### config.mk
export PLATFORM = sky130hd
export DESIGN_NAME = bpa_ctrl
export DESIGN_NICKNAME = d
export VERILOG_FILES = /design/src/hdl/bpa_pkg.sv /design/src/hdl/bpa_ctrl.sv
export SDC_FILE = /design/constraint.sdc
export NUM_CORES = 1
export LEC_CHECK = 0
export BUFFER_PORTS_ARGS = -buffer_cell sky130_fd_sc_hd__buf_4
export CAP_MARGIN = 5
export CELL_PAD_IN_SITES_DETAIL_PLACEMENT = 1
export CELL_PAD_IN_SITES_GLOBAL_PLACEMENT = 2
export CORE_MARGIN = 2
export CORE_UTILIZATION = 26
export DETAILED_ROUTE_END_ITERATION = 16
export HOLD_SLACK_MARGIN = 0.08
export PLACE_DENSITY_LB_ADDON = 0.1
export SLEW_MARGIN = 20
export SYNTH_ARGS = -nofsm -noshare
export SYNTH_HDL_FRONTEND = slang
export SYNTH_SLANG_ARGS = --single-unit
### constraint.sdc
create_clock -name i_clk -period 2.6 [get_ports i_clk]
set_clock_uncertainty 0.15 [all_clocks]
set_input_delay 0.39 -clock i_clk [delete_from_list [all_inputs] [get_ports i_clk]]
set_output_delay 0.39 -clock i_clk [all_outputs]
set_load 0.05 [all_outputs]
### src/hdl/bpa_pkg.sv
// Shared types and constants for the buddy page allocator.
// No dependencies; imported by the controller, datapath and top level.
package bpa_pkg;

    localparam int NUM_FRAMES = 4096;
    localparam int NUM_ORDERS = 11;
    localparam int FRAME_W    = 12;
    localparam int LINK_W     = 13;
    localparam int ORD_W      = 4;
    localparam int ZONE_RESET = 4096;

    localparam logic [LINK_W-1:0] NIL_LINK = LINK_W'(NUM_FRAMES);

    // command codes
    localparam logic CMD_ALLOC = 1'b0;
    localparam logic CMD_FREE  = 1'b1;

    // status codes
    localparam logic [1:0] STS_OK     = 2'd0;
    localparam logic [1:0] STS_NOFREE = 2'd1;
    localparam logic [1:0] STS_ORDER  = 2'd2;
    localparam logic [1:0] STS_FRAME  = 2'd3;

    // datapath operations
    localparam logic [3:0] OP_NONE      = 4'd0;
    localparam logic [3:0] OP_CLR       = 4'd1;
    localparam logic [3:0] OP_LOAD      = 4'd2;
    localparam logic [3:0] OP_NEXT      = 4'd3;
    localparam logic [3:0] OP_SEL_POP   = 4'd4;
    localparam logic [3:0] OP_SEL_SPLIT = 4'd5;
    localparam logic [3:0] OP_SEL_PUSHF = 4'd6;
    localparam logic [3:0] OP_ULNK_RD   = 4'd7;
    localparam logic [3:0] OP_ULNK_WR   = 4'd8;
    localparam logic [3:0] OP_PUSH0     = 4'd9;
    localparam logic [3:0] OP_PUSH1     = 4'd10;
    localparam logic [3:0] OP_MARK_RD   = 4'd11;
    localparam logic [3:0] OP_BUD_RD    = 4'd12;
    localparam logic [3:0] OP_MERGE     = 4'd13;
    localparam logic [3:0] OP_OUT       = 4'd14;

    typedef struct packed {
        logic [3:0] op;
        logic       res;
        logic [1:0] res_sts;
        logic       res_grant;
    } t_cmd;

    typedef struct packed {
        logic clr_done;
        logic head_empty;
        logic cur_top;
        logic cur_eq_ord;
        logic ord_bad;
        logic frm_bad;
        logic cmd_free;
        logic mark_q;
        logic ord_match;
        logic ord_top;
        logic bud_out;
        logic push_ok;
        logic out_busy;
    } t_sts;

endpackage

### src/hdl/bpa_ctrl.sv
// Sequencer for the buddy page allocator: clearing pass, search, split, merge.
// Depends on bpa_pkg; drives bpa_dp through t_cmd and reads t_sts.
module bpa_ctrl (
    input  logic          i_clk,
    input  logic          i_rst_n,
    input  logic          i_s_tvalid,
    output logic          o_s_tready,
    input  bpa_pkg::t_sts i_sts,
    output bpa_pkg::t_cmd o_cmd
);
    import bpa_pkg::*;

    localparam logic [4:0] S_CLR    = 5'd0;
    localparam logic [4:0] S_IDLE   = 5'd1;
    localparam logic [4:0] S_CHK    = 5'd2;
    localparam logic [4:0] S_A_SRCH = 5'd3;
    localparam logic [4:0] S_A_U0   = 5'd4;
    localparam logic [4:0] S_A_U1   = 5'd5;
    localparam logic [4:0] S_A_SPL  = 5'd6;
    localparam logic [4:0] S_A_P0   = 5'd7;
    localparam logic [4:0] S_A_P1   = 5'd8;
    localparam logic [4:0] S_F_CHK  = 5'd9;
    localparam logic [4:0] S_F_BUD  = 5'd10;
    localparam logic [4:0] S_F_BCHK = 5'd11;
    localparam logic [4:0] S_F_U0   = 5'd12;
    localparam logic [4:0] S_F_U1   = 5'd13;
    localparam logic [4:0] S_F_MRG  = 5'd14;
    localparam logic [4:0] S_F_P0   = 5'd15;
    localparam logic [4:0] S_F_P1   = 5'd16;
    localparam logic [4:0] S_DONE   = 5'd17;

    logic [4:0] r_state, n_state;

    // state register
    always_ff @(posedge i_clk) begin
        if (!i_rst_n) begin
            r_state <= S_CLR;
        end else begin
            r_state <= n_state;
        end
    end

    assign o_s_tready = (r_state == S_IDLE);

    // next state and datapath command
    always_comb begin
        n_state         = r_state;
        o_cmd.op        = OP_NONE;
        o_cmd.res       = 1'b0;
        o_cmd.res_sts   = STS_OK;
        o_cmd.res_grant = 1'b0;
        unique case (r_state)
            S_CLR: begin
                o_cmd.op = OP_CLR;
                if (i_sts.clr_done) begin
                    o_cmd.op = OP_NONE;
                    n_state  = S_IDLE;
                end
            end
            S_IDLE: begin
                if (i_s_tvalid) begin
                    o_cmd.op = OP_LOAD;
                    n_state  = S_CHK;
                end
            end
            S_CHK: begin
                if (i_sts.ord_bad) begin
                    o_cmd.res     = 1'b1;
                    o_cmd.res_sts = STS_ORDER;
                    n_state       = S_DONE;
                end else if (!i_sts.cmd_free) begin
                    n_state = S_A_SRCH;
                end else if (i_sts.frm_bad) begin
                    o_cmd.res     = 1'b1;
                    o_cmd.res_sts = STS_FRAME;
                    n_state       = S_DONE;
                end else begin
                    o_cmd.op = OP_MARK_RD;
                    n_state  = S_F_CHK;
                end
            end
            S_A_SRCH: begin
                if (!i_sts.head_empty) begin
                    o_cmd.op = OP_SEL_POP;
                    n_state  = S_A_U0;
                end else if (i_sts.cur_top) begin
                    o_cmd.res     = 1'b1;
                    o_cmd.res_sts = STS_NOFREE;
                    n_state       = S_DONE;
                end else begin
                    o_cmd.op = OP_NEXT;
                end
            end
            S_A_U0: begin
                o_cmd.op = OP_ULNK_RD;
                n_state  = S_A_U1;
            end
            S_A_U1: begin
                o_cmd.op = OP_ULNK_WR;
                n_state  = S_A_SPL;
            end
            S_A_SPL: begin
                if (i_sts.cur_eq_ord) begin
                    o_cmd.res       = 1'b1;
                    o_cmd.res_grant = 1'b1;
                    n_state         = S_DONE;
                end else begin
                    o_cmd.op = OP_SEL_SPLIT;
                    n_state  = S_A_P0;
                end
            end
            S_A_P0: begin
                if (i_sts.push_ok) begin
                    o_cmd.op = OP_PUSH0;
                    n_state  = S_A_P1;
                end else begin
                    n_state = S_A_SPL;
                end
            end
            S_A_P1: begin
                o_cmd.op = OP_PUSH1;
                n_state  = S_A_SPL;
            end
            S_F_CHK: begin
                if (i_sts.mark_q) begin
                    o_cmd.res = 1'b1;
                    n_state   = S_DONE;
                end else begin
                    n_state = S_F_BUD;
                end
            end
            S_F_BUD: begin
                if (i_sts.ord_top || i_sts.bud_out) begin
                    o_cmd.op = OP_SEL_PUSHF;
                    n_state  = S_F_P0;
                end else begin
                    o_cmd.op = OP_BUD_RD;
                    n_state  = S_F_BCHK;
                end
            end
            S_F_BCHK: begin
                if (!i_sts.mark_q || !i_sts.ord_match) begin
                    o_cmd.op = OP_SEL_PUSHF;
                    n_state  = S_F_P0;
                end else begin
                    n_state = S_F_U0;
                end
            end
            S_F_U0: begin
                o_cmd.op = OP_ULNK_RD;
                n_state  = S_F_U1;
            end
            S_F_U1: begin
                o_cmd.op = OP_ULNK_WR;
                n_state  = S_F_MRG;
            end
            S_F_MRG: begin
                o_cmd.op = OP_MERGE;
                n_state  = S_F_BUD;
            end
            S_F_P0: begin
                o_cmd.op = OP_PUSH0;
                n_state  = S_F_P1;
            end
            S_F_P1: begin
                o_cmd.op  = OP_PUSH1;
                o_cmd.res = 1'b1;
                n_state   = S_DONE;
            end
            S_DONE: begin
                if (!i_sts.out_busy) begin
                    o_cmd.op = OP_OUT;
                    n_state  = S_IDLE;
                end
            end
            default: begin
                n_state = S_CLR;
            end
        endcase
    end

endmodule

==> impl_metrics.csv, run 1 <==
group,metric,value,unit
clocking,htreeDepth,1,
run_status,status,"finished, final reports clean",
setup_path,crit_fanout,7,
synthesis,seq_area_frac_synth,12.7,%
timing,worst_slack,0.130,ns
timing,fmax,405,MHz
setup_path,path_cells,"or3_4 -> nor3_2 -> and3b_1 -> a31oi_1 -> o2111ai_1 -> buf_4",
synthesis,synth_edf_count,0,
layout,fill_cells,403,
setup_path,worstSetupStartpointType,"flip-flop",
die,start_util,26.6,%
die,die_x,59.2,um
synthesis,synth.top_cells.by_area,"dfxtp_1 13%, nand2_1 7.1%, nor2_1 4.7%",
global_route,grt.total_usage,19.8,%
global_route,grt_pass1_vias,1095,
synthesis,avgSynthCellArea,6.70,um^2
die,ios,25,
power_and_ir_drop,power_frac_clock,11.6,%
layout,multiInputGateArea,623,um^2
power_and_ir_drop,p_sw_share,54.4,%
power_and_ir_drop,leakagePower,0.000435,uW
setup_path,critPathBufInv,1,
layout,layoutNonFillerInstCount,181,
timing,rsz0062_at_grt,"false",
timing,finalCriticalPeriod,2.47,ns
layout,top_regs,"r_state: 5 flops",
layout,n_antenna_cell,0,
layout,layout.nets,165,
die,dieHeight,59.2,um
place,place_inst,177,
timing,setup_viol,0,
synthesis,async_flop_share,0,%
route,vias,1022,
power_and_ir_drop,power.internal,369,uW
setup_path,critPathKind,"reg -> out",
synthesis,synth_top_area_share,12.7,%
timing,fin_crit_sh,95.0,%
route,wl,3.18,mm
place,portBuffers,24,
setup_path,worst_ep_required_time,2.06,ns
clocking,cts.sinks,5,
timing,fin_tns_setup,0,ns
power_and_ir_drop,power-per-cell-area,752,nW/um^2
worst_hold_path,min_path_type,"in -> reg",
clocking,cts.reportedPaths.clkPinSlew,0.05,ns
setup_path,arrival,1.93,ns
power_and_ir_drop,pwr-share-comb,75.7,%
timing,finalMaxSlewViolations,0,
global_route,grt_antenna_before_repair,0,
flow_run,max-cap-violations,0,
route,drc_errors,0,
route,vias_per_cell,5.65,
clocking,insertion_delay,0.25,ns
global_route,grt_max_degree,17,
place,globalplace.congestion,0.813,
setup_path,cp-end-kind,"output pin",
power_and_ir_drop,ir_worst_vdd,0.210,mV
route,avgRoutedWirePerCell,17.6,um
synthesis,postSynthCellCount,118,
clocking,tritoncts,"done",
synthesis,synth_cell_type_count,46,
layout,regArea,100,um^2
synthesis,synth_area_leader_cell,"dfxtp_1",
setup_path,slowest_delay,0.45,ns
clocking,cts-buffers-inserted,3,
timing,slew_headroom,65.4,%
setup_path,cp_slowest_cell,"or3_4",
timing,hold_violations,0,
clocking,clk_path_buf_depth,2,
place,hpwlAfterDp,2.59,mm
synthesis,ys_dominant_reg_cell,"dfxtp_1",
clocking,ctsHoldBuffers,0,
setup_path,cp_top_family,"simple AND/OR/NAND/NOR gates",
synthesis,ys_warn_count,0,
route,dr.first_iter.drc_count,44,
route,firstDrtPassIters,4,
synthesis,ys_seq_elements,5,
layout,syn_to_final_growth,36.1,%
power_and_ir_drop,switching_power,440,uW
global_route,grt_overflow_total,0,
clocking,cts-root-buf,"clkbuf_4",
timing,tightest_slew,0.511,ns
route,ant_nets,0,
layout,regMostFlops,"r_state",
synthesis,syn-cell-area,791,um^2
place,post-place-ws,0.327,ns
die,rows,20,
die,coreArea,2980,um^2
synthesis,synth_nets,134,
global_route,grt_pass1_wl,5.25,mm
layout,drive_gt1_share,30.4,%
die,fp.dieArea,3500,um^2
layout,largest_reg_flops,5,
power_and_ir_drop,seq_power_share,12.7,%
-- placed cells by master, fill, tap and decap left out, types with 2 or more instances in the layout --
cell type	synthesis	routed
a211oi_1	2	2
a21oi_1	4	4
a22o_1	2	2
a31oi_1	2	2
a32o_1	2	2
and3_1	3	3
buf_4	0	36
clkbuf_4	0	3
dfxtp_1	5	5
inv_1	4	4
nand2_1	15	15
nand2b_1	3	3
nand3_1	6	6
nand3b_1	2	2
nand4_1	4	4
nor2_1	10	10
nor2b_1	3	3
nor3_1	5	5
nor4_1	2	2
o21ai_0	4	4
o21ai_1	2	2
o22ai_1	2	2
o32ai_1	2	2
xnor2_1	2	2
-- repair_timing --
item                       in CTS  in global routing
setup buffers                   0                  0
setup endpoints to repair       0                  3
gates resized for setup         0                  1
-- layer usage --
metal / vias to the layer above / routed length [um] / track usage (%)
met3: 6 / 80 / 1.53
li1: 505 / - / -
met2: 26 / 1510 / 32.1
met4: 0 / 63 / 5.84
met5: - / 0 / 0
met1: 485 / 1530 / 27.9
-- per-stage QoR --
step	total power (uW)	cell area (um^2)	util [%]	hold WS (ns)
CTS	808	1070	36.0	0.280
global route	863	1080	36.1	0.293
floorplan	508	791	-	0.374
finish	809	1080	36.1	0.283
detailed placement	716	1040	35.1	0.533
global placement	712	1040	35.1	0.530
-- cells by family after synthesis --
family          after synthesis  synth area share, %
mux                           1                 1.42
compound gates               32                 29.6
flops                         5                 12.7
buf+inv                      14                 9.18
xor+xnor                      2                 2.22
simple gates                 64                 44.9
-- final cells by class --
cell class                 instances  share of cell area [%]
tap                               33                    3.84
sequential                         5                    9.30
clock buffer                       4                    2.44
timing repair buffer              36                    25.1
inverter                           4                    1.40
multi-input combinational         99                    57.9
-- path summary, 6_finish.rpt --
path	endpoint	slack [ns]	startpoint	cells after the start
min reg2reg	r_state[0]	0.55	r_state[0]	3
max	o_cmd[7]	0.13	r_state[4]	6
min	r_state[2]	0.28	i_rst_n	2
max reg2reg	r_state[0]	0.68	r_state[4]	6
-- cells in the mapped netlist (3+ instances only) --
| library cell | count |
|---|---|
| dfxtp_1 | 5 |
| a21oi_1 | 4 |
| clkbuf_1 | 4 |
| inv_1 | 4 |
| nand2b_1 | 3 |
| buf_2 | 4 |
| nor2b_1 | 3 |
| nand2_1 | 15 |
| and3_1 | 3 |
| nand4_1 | 4 |
| o21ai_0 | 4 |
| nor2_1 | 10 |
| nor3_1 | 5 |
| nand3_1 | 6 |
-- worst reg2reg max path, stage by stage, from the launching register on --
cell and delay (ns):
dfxtp_1 0.44, buf_4 0.23, or2b_1 0.26, and3_1 0.17, a211oi_1 0.23, nand3_1 0.17
o22ai_1 0.19
-- power by group through the flow --
stage	Combinational, uW	Sequential [uW]	Clock, uW
floorplan	411	97.5	0
global placement	609	103	0
detailed placement	612	104	0
CTS	613	103	92.9
global route	661	105	97.1
finish	613	102	93.8
No activity file was read; power rests on OpenSTA's default activity.
==> run 2: changes to the inputs <==
--- a/config.mk
+++ b/config.mk
@@ -10,7 +10,7 @@
 export CELL_PAD_IN_SITES_DETAIL_PLACEMENT = 1
 export CELL_PAD_IN_SITES_GLOBAL_PLACEMENT = 2
 export CORE_MARGIN = 2
-export CORE_UTILIZATION = 26
+export CORE_UTILIZATION = 28
 export DETAILED_ROUTE_END_ITERATION = 16
 export HOLD_SLACK_MARGIN = 0.08
 export PLACE_DENSITY_LB_ADDON = 0.1
==> constraint.sdc (replaced) <==
create_clock -name i_clk -period 2.95 [get_ports i_clk]
set_clock_uncertainty 0.15 [all_clocks]
set_input_delay 0.4425 -clock i_clk [delete_from_list [all_inputs] [get_ports i_clk]]
set_output_delay 0.4425 -clock i_clk [all_outputs]
set_load 0.05 [all_outputs]
==> impl_metrics.csv, run 2 (same netlist as run 1, synthesis figures left out) <==
group,metric,value,unit
timing,setup_viol,0,
timing,finalCriticalPeriod,2.71,ns
setup_path,crit_top_cell,"buf_4",
setup_path,cp_slowest_cell,"dfxtp_1",
clocking,ctsHoldBuffers,0,
setup_path,worst_ep_required_time,2.36,ns
timing,fin_tns_setup,0,ns
layout,layoutNonFillerInstCount,172,
clocking,postCtsSetupBuffers,0,
power_and_ir_drop,pwr-share-comb,70.1,%
global_route,grt_antenna_before_repair,0,
power_and_ir_drop,seq_power_share,17.9,%
route,dr.first_iter.drc_count,24,
route,firstDrtPassIters,4,
layout,design_area,1020,um^2
setup_path,path_cells,"nand2b_1 -> buf_4 -> nor3_1 -> a21oi_1 -> nand3_1 -> buf_4",
layout,final_common_cell,"buf_4",
route,drc_errors,0,
die,fp.dieArea,3260,um^2
timing,fin_crit_sh,91.9,%
power_and_ir_drop,leakagePower,0.000401,uW
power_and_ir_drop,p_sw_share,55.3,%
layout,layout.nets,158,
layout,regMostFlops,"r_state",
setup_path,arrival,2.12,ns
layout,syn_to_final_growth,28.5,%
setup_path,slowest_delay,0.67,ns
power_and_ir_drop,power.internal,299,uW
place,globalplace.congestion,0.820,
timing,slew_headroom,57.1,%
global_route,grt_overflow_total,0,
layout,largest_reg_flops,5,
worst_hold_path,min_path_type,"in -> reg",
die,coreArea,2710,um^2
clocking,cts-root-buf,"clkbuf_4",
clocking,cts_resized,0,
clocking,tritoncts,"done",
global_route,grt_pass1_vias,986,
die,rows,19,
global_route,grt_max_degree,19,
die,start_util,29.2,%
setup_path,cp-end-kind,"output pin",
layout,top_regs,"r_state: 5 flops",
setup_path,critPathKind,"reg -> out",
layout,drive_gt1_share,26.2,%
die,die_x,57.1,um
setup_path,crit_fanout,17,
flow_run,max-cap-violations,0,
route,ant_nets,0,
clocking,clk_path_buf_depth,2,
layout,final_core_util,37.5,%
power_and_ir_drop,switching_power,371,uW
clocking,insertion_delay,0.24,ns
timing,hold_violations,0,
die,dieHeight,57.1,um
layout,n_antenna_cell,0,
clocking,cts.sinks,5,
place,hpwlAfterDp,2.33,mm
global_route,grt_pass1_wl,4.85,mm
run_status,status,"finished, final reports clean",
place,place_area,990,um^2
setup_path,worstSetupStartpointType,"flip-flop",
clocking,htreeDepth,1,
clocking,cts-buffers-inserted,3,
timing,tightest_slew,0.642,ns
clocking,cts.reportedPaths.clkPinSlew,0.04,ns
place,portBuffers,24,
route,vias,993,
place,place_inst,168,
power_and_ir_drop,ir_worst_vdd,0.559,mV
power_and_ir_drop,power_frac_clock,12.0,%
route,wl,2.98,mm
global_route,grt.total_usage,19.1,%
power_and_ir_drop,power-per-cell-area,660,nW/um^2
route,vias_per_cell,5.77,
die,ios,25,
timing,rsz0062_at_grt,"false",
timing,fmax,369,MHz
route,avgRoutedWirePerCell,17.3,um
layout,layout_common_cells,"29 x buf_4, 15 x nand2_1, 10 x nor2_1",
timing,finalMaxSlewViolations,0,
-- run 2: cell types whose count changed in the layout (fill, tap and decap cells not counted) --
cell,before,now
buf_4,36,29
or3_1,1,2
or3_4,1,0
-- run 2: path summary, 6_finish.rpt --
kind	startpoint	endpoint	slack (ns)	cells after the start
setup / recovery	r_state[1]	o_cmd[5]	0.24	6
hold / removal	i_sts[0]	r_state[4]	0.33	3
setup reg to reg	r_state[0]	r_state[0]	0.86	6
hold reg to reg	r_state[0]	r_state[0]	0.52	2
-- run 2: worst max-delay path: cells and delay by family (launching register included) --
family,cells,cell delay [ns]
AOI/OAI and AO/OA,1,0.09
DFF,1,0.67
and+or+nand+nor,3,0.72
buffers and inverters,2,0.39
-- run 2: cell type report --
type / count / area (um^2)
flip-flops and latches: 5 / 100
well taps: 31 / 38.8
repair buffers: 29 / 218
inverters: 4 / 15.0
multi-input cells: 99 / 618
fillers: 355 / 1690
clock buffers: 4 / 26.3
-- run 2: power by group through the flow --
stage / logic, uW / registers [uW] / clock network (uW)
floorplan: 362 / 85.9 / 0
global placement: 471 / 121 / 0
detailed placement: 467 / 119 / 0
CTS: 468 / 118 / 81.7
global route: 499 / 123 / 89.1
finish: 470 / 120 / 80.2
-- run 2: per-stage QoR --
stage | hold slack [ns] | power (uW) | setup slack, ns
5_1_grt | 0.342 | 711 | 0.106
2_1_floorplan | 0.426 | 448 | 0.384
6_report | 0.334 | 670 | 0.238
3_3_place_gp | 0.501 | 592 | 0.548
4_1_cts | 0.331 | 668 | 0.283
3_5_place_dp | 0.494 | 586 | 0.549
-- run 2: layer usage --
metal,GRT usage [%],vias up,share of wire [%]
met4,3.32,0,1.4
met5,0,-,0
met3,4.08,4,5.4
met1,26.6,467,47
li1,-,487,-
met2,30.9,35,46
